### config.mk
export PLATFORM = sky130hd
export DESIGN_NAME = linked_block_allocator
export DESIGN_NICKNAME = d
export VERILOG_FILES = /design/src/hw/rtl/lba_pkg.sv /design/src/hw/rtl/lba_sequencer.sv /design/src/hw/rtl/lba_datapath.sv /design/src/hw/rtl/linked_block_allocator.sv
export VERILOG_INCLUDE_DIRS = /design/src /design/src/hw/rtl
export SDC_FILE = /design/constraint.sdc
export NUM_CORES = 1
export LEC_CHECK = 0
export BUFFER_PORTS_ARGS = -buffer_cell sky130_fd_sc_hd__clkbuf_2
export CAP_MARGIN = 10
export CELL_PAD_IN_SITES_DETAIL_PLACEMENT = 1
export CELL_PAD_IN_SITES_GLOBAL_PLACEMENT = 1
export CORE_MARGIN = 3
export CORE_UTILIZATION = 54
export CTS_CLUSTER_DIAMETER = 120
export DETAILED_ROUTE_END_ITERATION = 6
export HOLD_SLACK_MARGIN = 0.12
export PLACE_DENSITY = 0.83
export SLEW_MARGIN = 20
export SYNTH_ARGS = -nofsm -noshare
export SYNTH_HDL_FRONTEND = slang
export SYNTH_SLANG_ARGS = --single-unit
### constraint.sdc
create_clock -name clk -period 5.6 [get_ports clk]
set_input_delay 0.28 -clock clk [delete_from_list [all_inputs] [get_ports clk]]
set_output_delay 0.28 -clock clk [all_outputs]
set_load 0.02 [all_outputs]
### src/hw/rtl/linked_block_allocator_defines.svh
// ----------------------------------------------------------------------------
// linked block allocator assertion macros
// concurrent check helpers, empty when synthesized
// ----------------------------------------------------------------------------
`ifndef LINKED_BLOCK_ALLOCATOR_DEFINES_SVH
`define LINKED_BLOCK_ALLOCATOR_DEFINES_SVH

`ifndef SYNTHESIS
// same-cycle implication
`define LBA_ASSERT_IMPL(lbl, clk, rst_n, ante, cons, msg) \
	lbl: assert property (@(posedge clk) disable iff (!rst_n) (ante) |-> (cons)) \
		else $error(msg);
// next-cycle implication
`define LBA_ASSERT_NEXT(lbl, clk, rst_n, ante, cons, msg) \
	lbl: assert property (@(posedge clk) disable iff (!rst_n) (ante) |=> (cons)) \
		else $error(msg);
`else
`define LBA_ASSERT_IMPL(lbl, clk, rst_n, ante, cons, msg)
`define LBA_ASSERT_NEXT(lbl, clk, rst_n, ante, cons, msg)
`endif

`endif

### src/hw/rtl/lba_pkg.sv
// ----------------------------------------------------------------------------
// lba_pkg
// shared types and codes of the linked block allocator
// ----------------------------------------------------------------------------
package lba_pkg;

	localparam int STEP_W = 4;

	// result status codes
	localparam logic [2:0] ST_INSERTED  = 3'd0;
	localparam logic [2:0] ST_TOO_BIG   = 3'd1;
	localparam logic [2:0] ST_DUPLICATE = 3'd2;
	localparam logic [2:0] ST_NO_ROOM   = 3'd3;
	localparam logic [2:0] ST_DELETED   = 3'd4;
	localparam logic [2:0] ST_NOT_FOUND = 3'd5;

	// datapath operations, one per microcode step
	typedef enum logic [3:0] {
		OP_NOP,
		OP_CLEAR,
		OP_LATCH,
		OP_FT_SCAN,
		OP_REJECT,
		OP_ALLOC_INIT,
		OP_ALLOC_SCAN,
		OP_ALLOC_TAIL,
		OP_DEL_INIT,
		OP_DEL_WALK,
		OP_DEL_TAIL,
		OP_REPLY
	} op_t;

	// jump conditions
	typedef enum logic [3:0] {
		C_NEXT,
		C_ALWAYS,
		C_NOT_START,
		C_NOT_CLR_LAST,
		C_NOT_FT_LAST,
		C_KIND,
		C_INS_REJECT,
		C_NOT_FOUND,
		C_NOT_ALLOC_END,
		C_MORE_LINKS
	} cond_t;

	typedef struct packed {
		op_t               op;
		cond_t             cond;
		logic [STEP_W-1:0] target;
		logic              idle;
	} uword_t;

	typedef struct packed {
		op_t  op;
		logic idle;
	} ctl_t;

	typedef struct packed {
		logic chk_last;
		logic ft_last;
		logic kind;
		logic ins_reject;
		logic not_found;
		logic alloc_end;
		logic more_links;
	} flags_t;

	typedef struct packed {
		logic [2:0] status;
		logic [4:0] start_block;
		logic [5:0] free_count;
	} result_t;

endpackage

### src/hw/rtl/lba_sequencer.sv
// ----------------------------------------------------------------------------
// lba_sequencer
// step counter and microcode rom with conditional jumps
// ----------------------------------------------------------------------------
module lba_sequencer
	import lba_pkg::*;
(
	input  logic   clk,
	input  logic   arst_n,
	input  logic   start,
	input  flags_t flags,
	output ctl_t   ctl
);

	localparam logic [STEP_W-1:0] S_CLEAR      = 4'd0;
	localparam logic [STEP_W-1:0] S_IDLE       = 4'd1;
	localparam logic [STEP_W-1:0] S_FT_SCAN    = 4'd2;
	localparam logic [STEP_W-1:0] S_DISPATCH   = 4'd3;
	localparam logic [STEP_W-1:0] S_INS_CHK    = 4'd4;
	localparam logic [STEP_W-1:0] S_ALLOC_INIT = 4'd5;
	localparam logic [STEP_W-1:0] S_ALLOC_SCAN = 4'd6;
	localparam logic [STEP_W-1:0] S_ALLOC_TAIL = 4'd7;
	localparam logic [STEP_W-1:0] S_DEL_CHK    = 4'd8;
	localparam logic [STEP_W-1:0] S_DEL_INIT   = 4'd9;
	localparam logic [STEP_W-1:0] S_DEL_WALK   = 4'd10;
	localparam logic [STEP_W-1:0] S_DEL_TAIL   = 4'd11;
	localparam logic [STEP_W-1:0] S_REPLY      = 4'd12;

	function automatic uword_t ucode(input logic [STEP_W-1:0] a);
		uword_t w;
		unique case (a)
			S_CLEAR:      w = '{OP_CLEAR,      C_NOT_CLR_LAST,  S_CLEAR,      1'b0};
			S_IDLE:       w = '{OP_LATCH,      C_NOT_START,     S_IDLE,       1'b1};
			S_FT_SCAN:    w = '{OP_FT_SCAN,    C_NOT_FT_LAST,   S_FT_SCAN,    1'b0};
			S_DISPATCH:   w = '{OP_NOP,        C_KIND,          S_DEL_CHK,    1'b0};
			S_INS_CHK:    w = '{OP_REJECT,     C_INS_REJECT,    S_REPLY,      1'b0};
			S_ALLOC_INIT: w = '{OP_ALLOC_INIT, C_NEXT,          S_ALLOC_SCAN, 1'b0};
			S_ALLOC_SCAN: w = '{OP_ALLOC_SCAN, C_NOT_ALLOC_END, S_ALLOC_SCAN, 1'b0};
			S_ALLOC_TAIL: w = '{OP_ALLOC_TAIL, C_ALWAYS,        S_REPLY,      1'b0};
			S_DEL_CHK:    w = '{OP_REJECT,     C_NOT_FOUND,     S_REPLY,      1'b0};
			S_DEL_INIT:   w = '{OP_DEL_INIT,   C_NEXT,          S_DEL_WALK,   1'b0};
			S_DEL_WALK:   w = '{OP_DEL_WALK,   C_MORE_LINKS,    S_DEL_WALK,   1'b0};
			S_DEL_TAIL:   w = '{OP_DEL_TAIL,   C_NEXT,          S_REPLY,      1'b0};
			S_REPLY:      w = '{OP_REPLY,      C_ALWAYS,        S_IDLE,       1'b0};
			default:      w = '{OP_NOP,        C_ALWAYS,        S_IDLE,       1'b0};
		endcase
		return w;
	endfunction

	logic [STEP_W-1:0] pc_q;
	uword_t            uw;
	logic              jump;

	assign uw = ucode(pc_q);

	always_comb begin
		unique case (uw.cond)
			C_NEXT:          jump = 1'b0;
			C_ALWAYS:        jump = 1'b1;
			C_NOT_START:     jump = !start;
			C_NOT_CLR_LAST:  jump = !flags.chk_last;
			C_NOT_FT_LAST:   jump = !flags.ft_last;
			C_KIND:          jump = flags.kind;
			C_INS_REJECT:    jump = flags.ins_reject;
			C_NOT_FOUND:     jump = flags.not_found;
			C_NOT_ALLOC_END: jump = !flags.alloc_end;
			C_MORE_LINKS:    jump = flags.more_links;
			default:         jump = 1'b1;
		endcase
	end

	always_ff @(posedge clk or negedge arst_n) begin
		if (!arst_n) begin
			pc_q <= S_CLEAR;
		end else if (jump) begin
			pc_q <= uw.target;
		end else begin
			pc_q <= pc_q + STEP_W'(1);
		end
	end

	assign ctl.op   = uw.op;
	assign ctl.idle = uw.idle;

endmodule

### src/hw/rtl/lba_datapath.sv
// ----------------------------------------------------------------------------
// lba_datapath
// block memory, file table, counters and result registers
// ----------------------------------------------------------------------------
module lba_datapath
	import lba_pkg::*;
#(
	parameter int NUM_BLOCKS = 32,
	parameter int NUM_FILES  = 4
) (
	input  logic       clk,
	input  logic       arst_n,
	input  op_t        op,
	input  logic       kind,
	input  logic [7:0] file_key,
	input  logic [5:0] block_count,
	output flags_t     flags,
	output result_t    result
);

	localparam int BW  = $clog2(NUM_BLOCKS);
	localparam int FW  = $clog2(NUM_BLOCKS + 1);
	localparam int FIW = (NUM_FILES > 1) ? $clog2(NUM_FILES) : 1;
	localparam int CW  = (FW > 6) ? FW : 6;
	localparam int SW  = (BW > 5) ? BW : 5;

	typedef struct packed {
		logic          used;
		logic          more;
		logic [BW-1:0] link;
	} blk_t;

	// block memory
	blk_t          mem [NUM_BLOCKS];
	blk_t          rdata_q;
	logic [BW-1:0] raddr;
	logic [BW-1:0] waddr;
	blk_t          wdata;
	logic          we;

	// file table
	logic [NUM_FILES-1:0] ft_valid_q;
	logic [7:0]           ft_key_q   [NUM_FILES];
	logic [BW-1:0]        ft_start_q [NUM_FILES];

	logic           kind_q;
	logic [7:0]     key_q;
	logic [5:0]     count_q;
	logic [FIW-1:0] fidx_q;
	logic           found_q;
	logic [FIW-1:0] pos_q;
	logic [BW-1:0]  fstart_q;
	logic           slot_ok_q;
	logic [FIW-1:0] slot_q;
	logic [BW-1:0]  chk_q;
	logic [FW-1:0]  taken_q;
	logic           have_prev_q;
	logic [BW-1:0]  prev_q;
	logic [BW-1:0]  first_q;
	logic [BW-1:0]  steps_q;
	logic [BW-1:0]  cur_q;
	logic [FW-1:0]  free_q;
	logic [2:0]     status_q;
	logic [4:0]     start_q;

	logic          chk_last;
	logic          ft_last;
	logic          ft_hit;
	logic          too_big;
	logic          take;
	logic          alloc_end;
	logic          more_links;
	logic [SW-1:0] first_ext;
	logic [SW-1:0] fstart_ext;
	logic [CW-1:0] free_ext;

	assign chk_last   = (chk_q == BW'(NUM_BLOCKS - 1));
	assign ft_last    = (fidx_q == FIW'(NUM_FILES - 1));
	assign ft_hit     = ft_valid_q[fidx_q] && (ft_key_q[fidx_q] == key_q);
	assign too_big    = CW'(count_q) > CW'(free_q);
	assign take       = !rdata_q.used && (CW'(taken_q) < CW'(count_q));
	assign alloc_end  = chk_last || (take && (CW'(taken_q) + CW'(1) == CW'(count_q)));
	assign more_links = rdata_q.more && (steps_q != BW'(NUM_BLOCKS - 1));
	assign first_ext  = SW'(first_q);
	assign fstart_ext = SW'(fstart_q);
	assign free_ext   = CW'(free_q);

	assign flags.chk_last   = chk_last;
	assign flags.ft_last    = ft_last;
	assign flags.kind       = kind_q;
	assign flags.ins_reject = too_big || found_q || (count_q == 6'd0) || !slot_ok_q;
	assign flags.not_found  = !found_q;
	assign flags.alloc_end  = alloc_end;
	assign flags.more_links = more_links;

	assign result.status      = status_q;
	assign result.start_block = start_q;
	assign result.free_count  = free_ext[5:0];

	// memory port selection
	always_comb begin
		raddr = '0;
		waddr = '0;
		wdata = '0;
		we    = 1'b0;
		unique case (op)
			OP_CLEAR: begin
				waddr = chk_q;
				we    = 1'b1;
			end
			OP_ALLOC_INIT: begin
				raddr = '0;
			end
			OP_ALLOC_SCAN: begin
				raddr = chk_last ? chk_q : chk_q + BW'(1);
				// link the previous block to this one
				waddr = prev_q;
				wdata = '{used: 1'b1, more: 1'b1, link: chk_q};
				we    = take && have_prev_q;
			end
			OP_ALLOC_TAIL: begin
				waddr = prev_q;
				wdata = '{used: 1'b1, more: 1'b0, link: '0};
				we    = 1'b1;
			end
			OP_DEL_INIT: begin
				raddr = fstart_q;
			end
			OP_DEL_WALK: begin
				raddr = rdata_q.link;
				waddr = cur_q;
				we    = 1'b1;
			end
			OP_NOP, OP_LATCH, OP_FT_SCAN, OP_REJECT, OP_DEL_TAIL, OP_REPLY: begin
			end
			default: begin
			end
		endcase
	end

	always_ff @(posedge clk) begin
		if (we) begin
			mem[waddr] <= wdata;
		end
		rdata_q <= mem[raddr];
	end

	// control state
	always_ff @(posedge clk or negedge arst_n) begin
		if (!arst_n) begin
			chk_q       <= '0;
			free_q      <= FW'(NUM_BLOCKS);
			ft_valid_q  <= '0;
			fidx_q      <= '0;
			found_q     <= 1'b0;
			slot_ok_q   <= 1'b0;
			taken_q     <= '0;
			have_prev_q <= 1'b0;
			steps_q     <= '0;
		end else begin
			unique case (op)
				OP_CLEAR: begin
					chk_q <= chk_last ? '0 : chk_q + BW'(1);
				end
				OP_LATCH: begin
					fidx_q    <= '0;
					found_q   <= 1'b0;
					slot_ok_q <= 1'b0;
				end
				OP_FT_SCAN: begin
					if (ft_hit) begin
						found_q <= 1'b1;
					end
					if (!ft_valid_q[fidx_q]) begin
						slot_ok_q <= 1'b1;
					end
					if (!ft_last) begin
						fidx_q <= fidx_q + FIW'(1);
					end
				end
				OP_ALLOC_INIT: begin
					chk_q       <= '0;
					taken_q     <= '0;
					have_prev_q <= 1'b0;
				end
				OP_ALLOC_SCAN: begin
					if (take) begin
						taken_q     <= taken_q + FW'(1);
						have_prev_q <= 1'b1;
					end
					if (!chk_last) begin
						chk_q <= chk_q + BW'(1);
					end
				end
				OP_ALLOC_TAIL: begin
					free_q             <= free_q - taken_q;
					ft_valid_q[slot_q] <= 1'b1;
				end
				OP_DEL_INIT: begin
					steps_q <= '0;
				end
				OP_DEL_WALK: begin
					if (rdata_q.used && (free_q != FW'(NUM_BLOCKS))) begin
						free_q <= free_q + FW'(1);
					end
					if (more_links) begin
						steps_q <= steps_q + BW'(1);
					end
				end
				OP_DEL_TAIL: begin
					ft_valid_q[pos_q] <= 1'b0;
				end
				OP_NOP, OP_REJECT, OP_REPLY: begin
				end
				default: begin
				end
			endcase
		end
	end

	// payload registers
	always_ff @(posedge clk) begin
		unique case (op)
			OP_LATCH: begin
				kind_q  <= kind;
				key_q   <= file_key;
				count_q <= block_count;
			end
			OP_FT_SCAN: begin
				// first matching entry and lowest free entry win
				if (ft_hit && !found_q) begin
					pos_q    <= fidx_q;
					fstart_q <= ft_start_q[fidx_q];
				end
				if (!ft_valid_q[fidx_q] && !slot_ok_q) begin
					slot_q <= fidx_q;
				end
			end
			OP_REJECT: begin
				priority if (kind_q) begin
					status_q <= ST_NOT_FOUND;
				end else if (too_big) begin
					status_q <= ST_TOO_BIG;
				end else if (found_q) begin
					status_q <= ST_DUPLICATE;
				end else begin
					status_q <= ST_NO_ROOM;
				end
				start_q <= '0;
			end
			OP_ALLOC_SCAN: begin
				if (take) begin
					prev_q <= chk_q;
					if (!have_prev_q) begin
						first_q <= chk_q;
					end
				end
			end
			OP_ALLOC_TAIL: begin
				ft_key_q[slot_q]   <= key_q;
				ft_start_q[slot_q] <= first_q;
				status_q           <= ST_INSERTED;
				start_q            <= first_ext[4:0];
			end
			OP_DEL_INIT: begin
				cur_q <= fstart_q;
			end
			OP_DEL_WALK: begin
				if (more_links) begin
					cur_q <= rdata_q.link;
				end
			end
			OP_DEL_TAIL: begin
				status_q <= ST_DELETED;
				start_q  <= fstart_ext[4:0];
			end
			OP_NOP, OP_CLEAR, OP_ALLOC_INIT, OP_REPLY: begin
			end
			default: begin
			end
		endcase
	end

endmodule

### src/hw/rtl/linked_block_allocator.sv
// ----------------------------------------------------------------------------
// linked_block_allocator
// linked allocation of disk blocks with a small file table
// ----------------------------------------------------------------------------
// A transaction is taken when start is high while busy is low. Its single
// result appears on status, start_block and free_count for one cycle with
// done high; the receiver cannot stall, so it must take the result in that
// cycle. After reset the block memory is cleared one entry a cycle, so busy
// stays high until every entry is cleared. An insert scans the file table,
// then, unless it is rejected, sweeps the block memory from block 0 until it
// has taken the blocks it asked for or reached the last block, and links them
// into a chain. A delete scans the file table, then, if the key is found,
// walks the chain and frees its blocks. The file table is scanned one entry
// a cycle, and the block memory, which has one read and one write port, is
// swept or walked one block a cycle. A new start is taken in the same cycle
// that done is shown.
// ----------------------------------------------------------------------------
`include "linked_block_allocator_defines.svh"

module linked_block_allocator
	import lba_pkg::*;
#(
	parameter int NUM_BLOCKS = 32,
	parameter int NUM_FILES  = 4
) (
	input  logic       clk,
	input  logic       arst_n,
	input  logic       start,
	output logic       busy,
	input  logic       kind,
	input  logic [7:0] file_key,
	input  logic [5:0] block_count,
	output logic       done,
	output logic [2:0] status,
	output logic [4:0] start_block,
	output logic [5:0] free_count
);

	ctl_t    ctl;
	flags_t  flags;
	result_t dp_result;

	logic       done_q;
	logic [2:0] status_q;
	logic [4:0] start_q;
	logic [5:0] free_q;

	// microcode step counter and rom
	lba_sequencer u_seq (
		.clk    (clk),
		.arst_n (arst_n),
		.start  (start),
		.flags  (flags),
		.ctl    (ctl)
	);

	// block memory, file table and counters
	lba_datapath #(
		.NUM_BLOCKS (NUM_BLOCKS),
		.NUM_FILES  (NUM_FILES)
	) u_dp (
		.clk         (clk),
		.arst_n      (arst_n),
		.op          (ctl.op),
		.kind        (kind),
		.file_key    (file_key),
		.block_count (block_count),
		.flags       (flags),
		.result      (dp_result)
	);

	// only the idle step takes a transaction
	assign busy = !ctl.idle;

	// result strobe, one cycle per transaction
	always_ff @(posedge clk or negedge arst_n) begin
		if (!arst_n) begin
			done_q <= 1'b0;
		end else begin
			done_q <= (ctl.op == OP_REPLY);
		end
	end

	// result payload, held until the next reply
	always_ff @(posedge clk) begin
		if (ctl.op == OP_REPLY) begin
			status_q <= dp_result.status;
			start_q  <= dp_result.start_block;
			free_q   <= dp_result.free_count;
		end
	end

	assign done        = done_q;
	assign status      = status_q;
	assign start_block = start_q;
	assign free_count  = free_q;

	// a result always lands back in the idle step
	`LBA_ASSERT_IMPL(a_done_idle, clk, arst_n, done_q, !busy, "result shown while busy")
	// an accepted transaction leaves the idle step
	`LBA_ASSERT_NEXT(a_accept_busy, clk, arst_n, start && !busy, busy, "accept did not start work")
	// reply strobe is a single cycle
	`LBA_ASSERT_NEXT(a_done_pulse, clk, arst_n, done_q, !done_q, "done held past one cycle")
	// status is a defined code
	`LBA_ASSERT_IMPL(a_status_code, clk, arst_n, done_q, status_q <= ST_NOT_FOUND, "bad status code")

endmodule
## Word-level counts from Yosys, hierarchy flattened

Memory sizes are Yosys's and may differ from the RTL's. A register that Yosys moved wholly into a read port is not among the register bits.
Cells that the tools add are included.

- Bits of input ports: 18
- Output and inout bits: 16
- Register bits: 92
- Word-level logic and storage cells: 162
- ROM bits: 208
- Memory bits (writable): 276
- Memories kept: 4

Memory list:

| memory | depth | bits a word | rd ports | clocked after Yosys merged registers in | write ports | line | RTL |
|---|---|---|---|---|---|---|---|
| u_dp.mem | 32 | 7 | 1 | 1 | 1 | lba_datapath.sv:34 | `blk_t mem [NUM_BLOCKS];` |
| (no name shown) | 16 | 13 | 1 | 0 | 0 | lba_sequencer.sv:31 | `unique case (a)` |
| u_dp.ft_key_q | 4 | 8 | 1 | 0 | 1 | lba_datapath.sv:43 | `logic [7:0] ft_key_q [NUM_FILES];` |
| u_dp.ft_start_q | 4 | 5 | 1 | 1 | 1 | lba_datapath.sv:44 | `logic [BW-1:0] ft_start_q [NUM_FILES];` |

- Reduce and logical (&&, ||, !) cells: 44
- Add/sub/neg operators: 7
- Muxes and demuxes: 41
- Bitwise operators: 4
- Eq/ne operators: 31
- $lt $le $gt $ge: 7

Operators with widths:

| operator | count |
|---|---|
| $pmux 5 s3 | 4 |
| $eq 4x3->1 const B | 8 |
| $eq 4x4->1 const B | 6 |
| $pmux 6 s2 | 2 |
| $mux 5 | 4 |
| $pmux 5 s2 | 2 |
| $reduce_and 2->1 | 9 |
| $eq 4x2->1 const B | 4 |
| $pmux 7 s2 | 1 |
| $add 6x1->6 const B | 2 |
| $mux 6 | 2 |
| $mux 1 | 11 |
| $add 5x1->5 const B | 2 |
| $logic_and 1x1->1 | 10 |
| $reduce_bool 2->1 | 5 |
| $logic_not 1->1 | 9 |
| $lt 2x3->1 const B | 3 |
| $pmux 1 s9 | 1 |
| $pmux 3 s3 | 1 |
| $eq 8x8->1 | 1 |
| $ne 2x1->1 const B | 4 |
| $pmux 1 s2 | 4 |
| $pmux 4 s2 | 1 |
| $eq 6x6->1 | 1 |
| 29 further kinds | 37 |

## Logic depth before layout (Yosys ltp)

Gate-level depths: netlist (run 1).

- Depth in word-level cells: 7
- Mapped depth: 18
- Mapped depth without buffers: 14

## By module

From an unflattened synthesis (run 1), not the netlist that was laid out.

- Cells, all modules: 1,209
- Area total of the unflattened synthesis: 16,734.8 um2

Modules (own cells, without submodules):

| module | sequential area each (um2) | area each (um2) | times used | cells each |
|---|---|---|---|---|
| lba_datapath | 10,616.4 | 15,551.2 | 1 | 1,102 |
| lba_sequencer | 100.1 | 714.4 | 1 | 89 |
| linked_block_allocator | 445.4 | 469.2 | 1 | 18 |

## Worst setup path before layout (run 1)

No wires, ideal clock.

- Path kind: register -> register
- From: register u_seq.pc_q[1]
- To: register u_dp.free_q[5] (netlist: u_dp.free_ext[5])
- Slack: 1,987 ps
- Stages on the path, launching flop included: 17
- Data required time: 5,525 ps
- Setup time: 75 ps
- Data arrival time: 3,537 ps
- Period minus slack after synthesis: 3,613 ps
- Path buffers: 2
- Cell sequence: dfrtp_1 -> inv_1 -> ha_1 -> mux4_2 -> a211o_1 -> nor2_4 -> buf_6 -> clkbuf_1 -> nor2_1 -> ha_1 -> a21o_1 -> a21oi_1 -> o21bai_1 -> a21oi_1 -> xnor2_1 -> nand2_1 -> xnor2_1

- Word-level cells in the longest chain between the ends: 4
- Elaborated cells between the ends (all ways): 7

RTL lines:

| what | line | RTL |
|---|---|---|
| from (decl) | lba_sequencer.sv:50 | `logic [STEP_W-1:0] pc_q;` |
| from (signal assigned) | lba_sequencer.sv:76 | `pc_q <= uw.target;` |
| from (signal assigned) | lba_sequencer.sv:78 | `pc_q <= pc_q + STEP_W'(1);` |
| $mem_v2 16x13 (*) | -- |  |
| $eq 4x4->1 or $eq 4x3->1 (tied branches) | lba_datapath.sv:161 | `unique case (op)` |
| $ne 2x1->1 (no source line) or $reduce_bool 2->1 (tied branches) | -- |  |
| $reduce_and 2->1 (no source line) | -- |  |
| to (signal assigned) | lba_datapath.sv:152 | `free_q <= FW'(NUM_BLOCKS);` |
| to (signal assigned) | lba_datapath.sv:196 | `free_q <= free_q - taken_q;` |
| to (signal assigned) | lba_datapath.sv:204 | `free_q <= free_q + FW'(1);` |
| to (decl) | lba_datapath.sv:62 | `logic [FW-1:0] free_q;` |

Mark *: on every way between the ends. The rest lies on a longest branch, timed or not.
A chain may end at the register's enable or synchronous reset.

## Worst setup path after layout (run 1)

- From: register u_seq.pc_q[2]
- To: memory u_dp.mem[12][6] (netlist bit) (enable)

- Word-level cells in the longest chain between the ends: 6
- Elaborated cells between the ends (all ways): 11

RTL lines:

| what | line | RTL |
|---|---|---|
| $mem_v2 16x13 (*) | -- |  |
| $eq 4x1->1 (tied with other cells) | lba_datapath.sv:106 | `unique case (op)` |
| $reduce_or 3->1 (no source line) | -- |  |
| $pmux 1 s2 | lba_datapath.sv:106 |  |
| $mux 1 | lba_datapath.sv:142 | `if (we) begin` |
| $mux 1 (not written as such) | lba_datapath.sv:143 | `mem[waddr] <= wdata;` |
| to (decl) | lba_datapath.sv:34 |  |

Marked as above.

==> results.yml, run 1 <==
run_status:
  status: "finished clean"
synth:
  netlist.area_leader.share_pct: 62.1
  yosysSeqAreaShare_pct: 68.5
  synth-xor-area-share_pct: 1.56
  yosysTopAreaCell: "edfxtp_1"
  synth_fa_ha_area_share_pct: 2.58
  synth_top_family_by_area: "simple AND/OR/NAND/NOR gates"
  synth_ff_type: "edfxtp_1"
  synth-simple-area-share_pct: 10.1
  synth-edff-count: 337
  netlist_area_sq_um: 16300
  synth_area_leaders: "edfxtp_1 62%, dfrtp_1 5.4%, mux2i_1 4.3%"
  synth_warnings: 0
  syn_inst: 1159
  synth_compound_area_share_pct: 8.08
  synthArstFlopShare_pct: 9.47
  synth_seq_cells: 380
  synth_cell_types: 75
  avgSynthCellArea_sq_um: 14.1
  synth.mux.area_fraction_pct: 6.79
  synth_fp_nets: 1210
clocking:
  cts-root-buf: "clkbuf_16"
  cts_resized: 0
  clock-sinks: 380
  cts_tree: "built"
  postCtsSetupBuffers: 0
  cts_hold_buf: 16
  cts_htree_levels: 2
  clkLatencyLatePin_ns: 0.54
  clockBufferDepth: 3
  cts-buffers-inserted: 39
  path_clk_slew_ns: 0.06
global_route:
  grt_util_all_layers_pct: 26.3
  grt_pass1_vias: 10900
  gr-total-overflow: 0
  grt_max_degree: 76
  antenna_found_initial: 1
  grt_first_pass_wirelength_um: 65900
place:
  dp.cells: 1539
  pre_cts_ws_ns: 0.932
  place_hpwl_um: 28000
  gp_congestion: 0.873
  io_buffer_count: 33
critical_path:
  crit_path_start_kind: "register"
  reg2reg_depth: 9
  r2r-end: "u_dp.mem[12][6]"
  cp-end-kind: "register"
  required_ns: 5.76
  critical_path_class: "reg2reg"
  cp_max_fo: 44
  crit_arrival_ns: 5.00
  rr_startpoint: "u_seq.pc_q[2]"
  r2r_setup_slack_ns: 0.76
detailed_routing:
  drt_iter0_drc: 1067
  ant_nets: 0
  avgRoutedWirePerCell_um: 26.4
  drc_errors: 0
  first_pass_iters: 5
  num_vias: 10400
  viasPerCell: 6.37
  finalWirelength_um: 43000
cells_and_area:
  antenna_cells: 0
  stdcell_count: 1626
  nNetsFinal: 1263
  drive_gt1_share_pct: 11.8
  syn_to_final_growth_pct: 12.2
floorplanning:
  initial_core_util_pct: 55.7
  die_x_um: 180
  num_io_pins: 34
  die_y_um: 180
  rows: 62
  dieArea_sq_um: 32300
  core-area_sq_um: 29200
timing:
  fin_skew_ns: 0.0187
  final-hold-violation-count: 0
  slew_headroom_pct: 27.2
  grt_setup_unrepaired: "no"
  tns_ns: 0
  fmax_ghz: 0.206
  fin_crit_ns: 4.84
  slew_violations: 0
  worst_slack_ns: 0.755
  worst-slew-pin-transition_ns: 1.09
  fin_crit_sh_pct: 86.5
  setup_viol: 0
flow_run:
  maxCapViolCount: 0
power_and_ir_drop:
  leakage_nw: 6.63
  power.density_nw_per_um2: 547
  ir_drop_mv: 0.306
  total_power_mw: 10.0
hold_path:
  worstHoldPathType: "in2async"
==> layout make-up <==
cell class / instances / area [sq um]
repair buffers: 62 / 435
inverters: 37 / 139
fillers: 2710 / 11000
flip-flops and latches: 380 / 11200
well taps: 384 / 480
clock inverters: 20 / 193
multi-input cells: 692 / 4820
clock buffers: 51 / 1050
==> where the power goes <==
part           total, mW  leakage (nW)  internal (mW)  switching, mW
sequential          3.92          3.52           3.59          0.331
clock               2.54         0.610           1.47           1.07
combinational       3.54          2.50           1.17           2.37
total               10.0          6.63           6.22           3.77
==> registers in the layout (all words and copies together) (netlist names), 6 cells and up <==
register / cells
u_dp.taken_q: 6
free_count: 6
u_dp.ft_key_q: 32
u_dp.free_ext: 6
u_dp.mem: 224
u_dp.rdata_q: 7
u_dp.ft_start_q: 20
u_dp.key_q: 8
u_dp.count_q: 6
==> Yosys cell counts (5+ instances only) <==
master    count
nor2_1       73
buf_2        20
o211ai_1      6
a32oi_1      19
edfxtp_1    337
a21oi_1      21
mux4_2       16
a31oi_1      10
nand3_1      44
a21o_1        9
dfrtp_1      35
nor2b_1       7
xor2_1        8
mux2i_1      70
a221oi_1      9
nand2_1     166
ha_1         32
and3_1       14
xnor2_1      21
o21ai_0      35
a22o_1       11
buf_4         5
nor3_1       11
dfxtp_1       7
nand4_1      14
clkbuf_1     19
and2_1       10
inv_1        36
==> how the worst max path moves through the flow <==
| stage | start | end | slack (ns) |
|---|---|---|---|
| after floorplan | u_seq.pc_q[1] | u_dp.free_ext[5] | 1.99 |
| after global placement | u_seq.pc_q[1] | u_dp.rdata_q[5] | 1.14 |
| after detailed placement | u_seq.pc_q[2] | u_dp.mem[8][3] | 0.93 |
| after CTS | u_seq.pc_q[2] | u_dp.mem[8][5] | 0.84 |
| after global routing | u_seq.pc_q[2] | u_dp.mem[12][1] | 0.31 |
| final | u_seq.pc_q[2] | u_dp.mem[12][6] | 0.76 |
==> cell families after synthesis <==
family,count (synthesis)
AO/OA/AOI/OAI,177
XOR/XNOR,29
adder cells (fa/ha/maj),33
buffers and inverters,87
flip-flops,380
multiplexers,90
AND/OR/NAND/NOR,363
==> layer usage <==
layer	GRT usage (%)	vias up	wire [um]
li1	-	4511	-
met1	36.9	5241	17600
met2	42.2	502	20400
met3	5.15	103	3660
met4	8.38	2	1380
met5	0	-	13
==> placed cells by master, fill, tap and decap left out, types with 6 or more instances in the layout <==
master and n:
nand2_1 166, dlygate4sd3_1 16, a32oi_1 19, a22o_1 10
a31oi_1 10, clkinv_1 6, edfxtp_1 337, clkbuf_1 9
clkinv_2 8, o21ai_0 35, xnor2_1 21, nor2b_1 7
clkbuf_2 32, mux4_2 16, a221oi_1 9, and3_1 11
ha_1 32, nor2_1 70, buf_4 12, nand3_1 44
xor2_1 8, clkbuf_16 39, a21o_1 9, nor3_1 10
mux2i_1 70, dfxtp_1 7, a21oi_1 21, and2_1 10
o211ai_1 6, nand4_1 14, inv_1 36, dfrtp_1 34
==> critical path, stage by stage (launching register included) <==
cell	delay, ns
dfrtp_1	0.76
nor2b_1	0.68
a22oi_4	0.20
inv_2	0.67
nand2_1	0.45
inv_1	0.21
nand4_1	0.15
a21oi_1	0.26
nand2_1	0.40
nor2_1	0.69
==> metrics by stage <==
| stage | hold WS [ns] | util [%] | instance area (sq um) |
|---|---|---|---|
| after floorplan | -0.0156 | - | 16300 |
| after global placement | 0.404 | 57.7 | 16900 |
| after detailed placement | 0.406 | 57.7 | 16900 |
| after CTS | 0.420 | 62.5 | 18300 |
| after global routing | 0.434 | 62.5 | 18300 |
| final | 0.419 | 62.5 | 18300 |
Power figures use the tool's default switching activity.
==> run 2, diff against run 1 <==
--- a/config.mk
+++ b/config.mk
@@ -12,6 +12,7 @@
 export CELL_PAD_IN_SITES_GLOBAL_PLACEMENT = 1
 export CORE_MARGIN = 3
 export CORE_UTILIZATION = 54
+export CTS_BUF_LIST = sky130_fd_sc_hd__clkbuf_16
 export CTS_CLUSTER_DIAMETER = 120
 export DETAILED_ROUTE_END_ITERATION = 6
 export HOLD_SLACK_MARGIN = 0.12
==> run 2 against run 1 <==
  * Combinational power about the same
  * Routed wire length up 0.29%
  * Design area down 0.16%
  * Cell count unchanged
  * Total power down 0.53%
  * Die area unchanged
  * Core utilization down 0.10 points
  * Setup slack worse by 0.012 ns
  * Count of clock-buffer cells in the layout down 12
  * Worst hold slack worse by 0.0017 ns
  * Register-to-register slack about the same
  * Critical path type unchanged
  * Largest power group unchanged
  * Highest routed layer unchanged
==> results.yml, run 2 (synthesis gave the netlist of run 1 again) <==
run_status:
  status: "finished clean"
detailed_routing:
  ant_nets: 0
  num_vias: 10400
  finalWirelength_um: 43100
  first_pass_iters: 5
  viasPerCell: 6.39
  drt_iter0_drc: 1139
  avgRoutedWirePerCell_um: 26.5
  drc_errors: 0
floorplanning:
  die_y_um: 180
  num_io_pins: 34
  rows: 62
  die_x_um: 180
  initial_core_util_pct: 55.7
  core-area_sq_um: 29200
  dieArea_sq_um: 32300
cells_and_area:
  syn_to_final_growth_pct: 12.0
  mostFrequentLayoutCell: "edfxtp_1"
  stdcell_count: 1626
  drive_gt1_share_pct: 11.5
  stdcell_area_sq_um: 18300
  reg.largest.list: "u_dp.mem: 224 flops, u_dp.ft_key_q: 32 flops, u_dp.ft_start_q: 20 flops"
  antenna_cells: 0
  nNetsFinal: 1263
  largest_register_ffs: 224
  regMostFlops: "u_dp.mem"
  final_cell_mix: "337 x edfxtp_1, 166 x nand2_1, 70 x mux2i_1, 70 x nor2_1, 45 x inv_1"
power_and_ir_drop:
  leakage_nw: 6.65
  ir_drop_mv: 0.295
  power.density_nw_per_um2: 545
  total_power_mw: 9.94
critical_path:
  crit_end: "u_dp.mem[8][5]"
  r2r-end: "u_dp.mem[8][5]"
  critical_path_class: "reg2reg"
  rr_startpoint: "u_seq.pc_q[2]"
  r2r_setup_slack_ns: 0.74
  critPathLaunch: "u_seq.pc_q[2]"
  crit_arrival_ns: 5.01
  required_ns: 5.76
  crit_path_start_kind: "register"
  reg2reg_depth: 9
  cp-end-kind: "register"
  cp_max_fo: 44
place:
  gp_congestion: 0.873
  pre_cts_ws_ns: 0.932
  io_buffer_count: 33
  dp.cells: 1539
  dpl_cell_area_sq_um: 16900
  place_hpwl_um: 28000
clocking:
  cts-root-buf: "clkbuf_16"
  clockBufferDepth: 3
  clkLatencyLatePin_ns: 0.54
  cts_htree_levels: 2
  cts_resized: 0
  clock-sinks: 380
  path_clk_slew_ns: 0.06
  cts_tree: "built"
  cts-buffers-inserted: 39
global_route:
  grt_util_all_layers_pct: 26.3
  grt_max_degree: 76
  gr-total-overflow: 0
  antenna_found_initial: 1
  grt_first_pass_wirelength_um: 65900
  grt_pass1_vias: 10900
timing:
  fmax_ghz: 0.206
  worst-slew-pin-transition_ns: 1.13
  fin_crit_ns: 4.86
  tns_ns: 0
  grt_setup_unrepaired: "no"
  fin_skew_ns: 0.0242
  setup_viol: 0
  worst_slack_ns: 0.743
  slew_headroom_pct: 24.9
  slew_violations: 0
  fin_crit_sh_pct: 86.7
  final-hold-violation-count: 0
flow_run:
  maxCapViolCount: 0
hold_path:
  worstHoldPathType: "in2async"
-- run 2: cell type report --
cell class	count	area, sq um
Clock buffer	39	976
Clock inverter	32	238
Fill cell	2719	11000
Inverter	37	139
Multi-Input combinational cell	692	4820
Sequential cell	380	11200
Tap cell	384	480
Timing Repair Buffer	62	435
-- run 2: layer usage --
layer	routed length (um)	global-route usage (%)	share of wire, %
met1	17800	37.1	41
met4	1260	8.23	2.9
met3	3560	5.03	8.3
met2	20500	42.2	48
met5	13	0	0.030
-- run 2: where the power goes --
group          internal (mW)  switching (mW)
Sequential              3.59           0.331
Clock                   1.41            1.07
Combinational           1.17            2.38
Total                   6.17            3.78
-- run 2: worst min-delay path by stage --
stage / endpoint / start / cells past startpoint / slack, ns
6_report: u_dp.free_ext[3] / arst_n / 2 / 0.42
5_1_grt: status[0] / u_dp.status_q[0] / 0 / 0.43
4_1_cts: start_block[1] / u_dp.start_q[1] / 0 / 0.42
3_5_place_dp: start_block[1] / u_dp.start_q[1] / 0 / 0.41
3_3_place_gp: start_block[1] / u_dp.start_q[1] / 0 / 0.40
2_1_floorplan: done / arst_n / 0 / -0.02
-- run 2: worst max-delay path, stage by stage (launching register included) --
cell     delay [ns]
dfrtp_1        0.76
nor2b_1        0.68
a22oi_4        0.20
inv_2          0.67
nand2_1        0.45
inv_1          0.21
nand4_1        0.15
a21oi_1        0.26
nand2_1        0.41
nor2_1         0.68
-- run 2: stage by stage --
| stage | hold slack [ns] | utilization, % |
|---|---|---|
| after detailed placement | 0.406 | 57.7 |
| after global placement | 0.404 | 57.7 |
| final | 0.418 | 62.4 |
| after CTS | 0.420 | 62.4 |
| after floorplan | -0.0156 | - |
| after global routing | 0.434 | 62.4 |
-- run 2: what timing repair did --
action                                 4_1_cts  5_1_grt
hold buffers                                16        0
setup buffers                                0        0
endpoints found under the hold margin       50        0
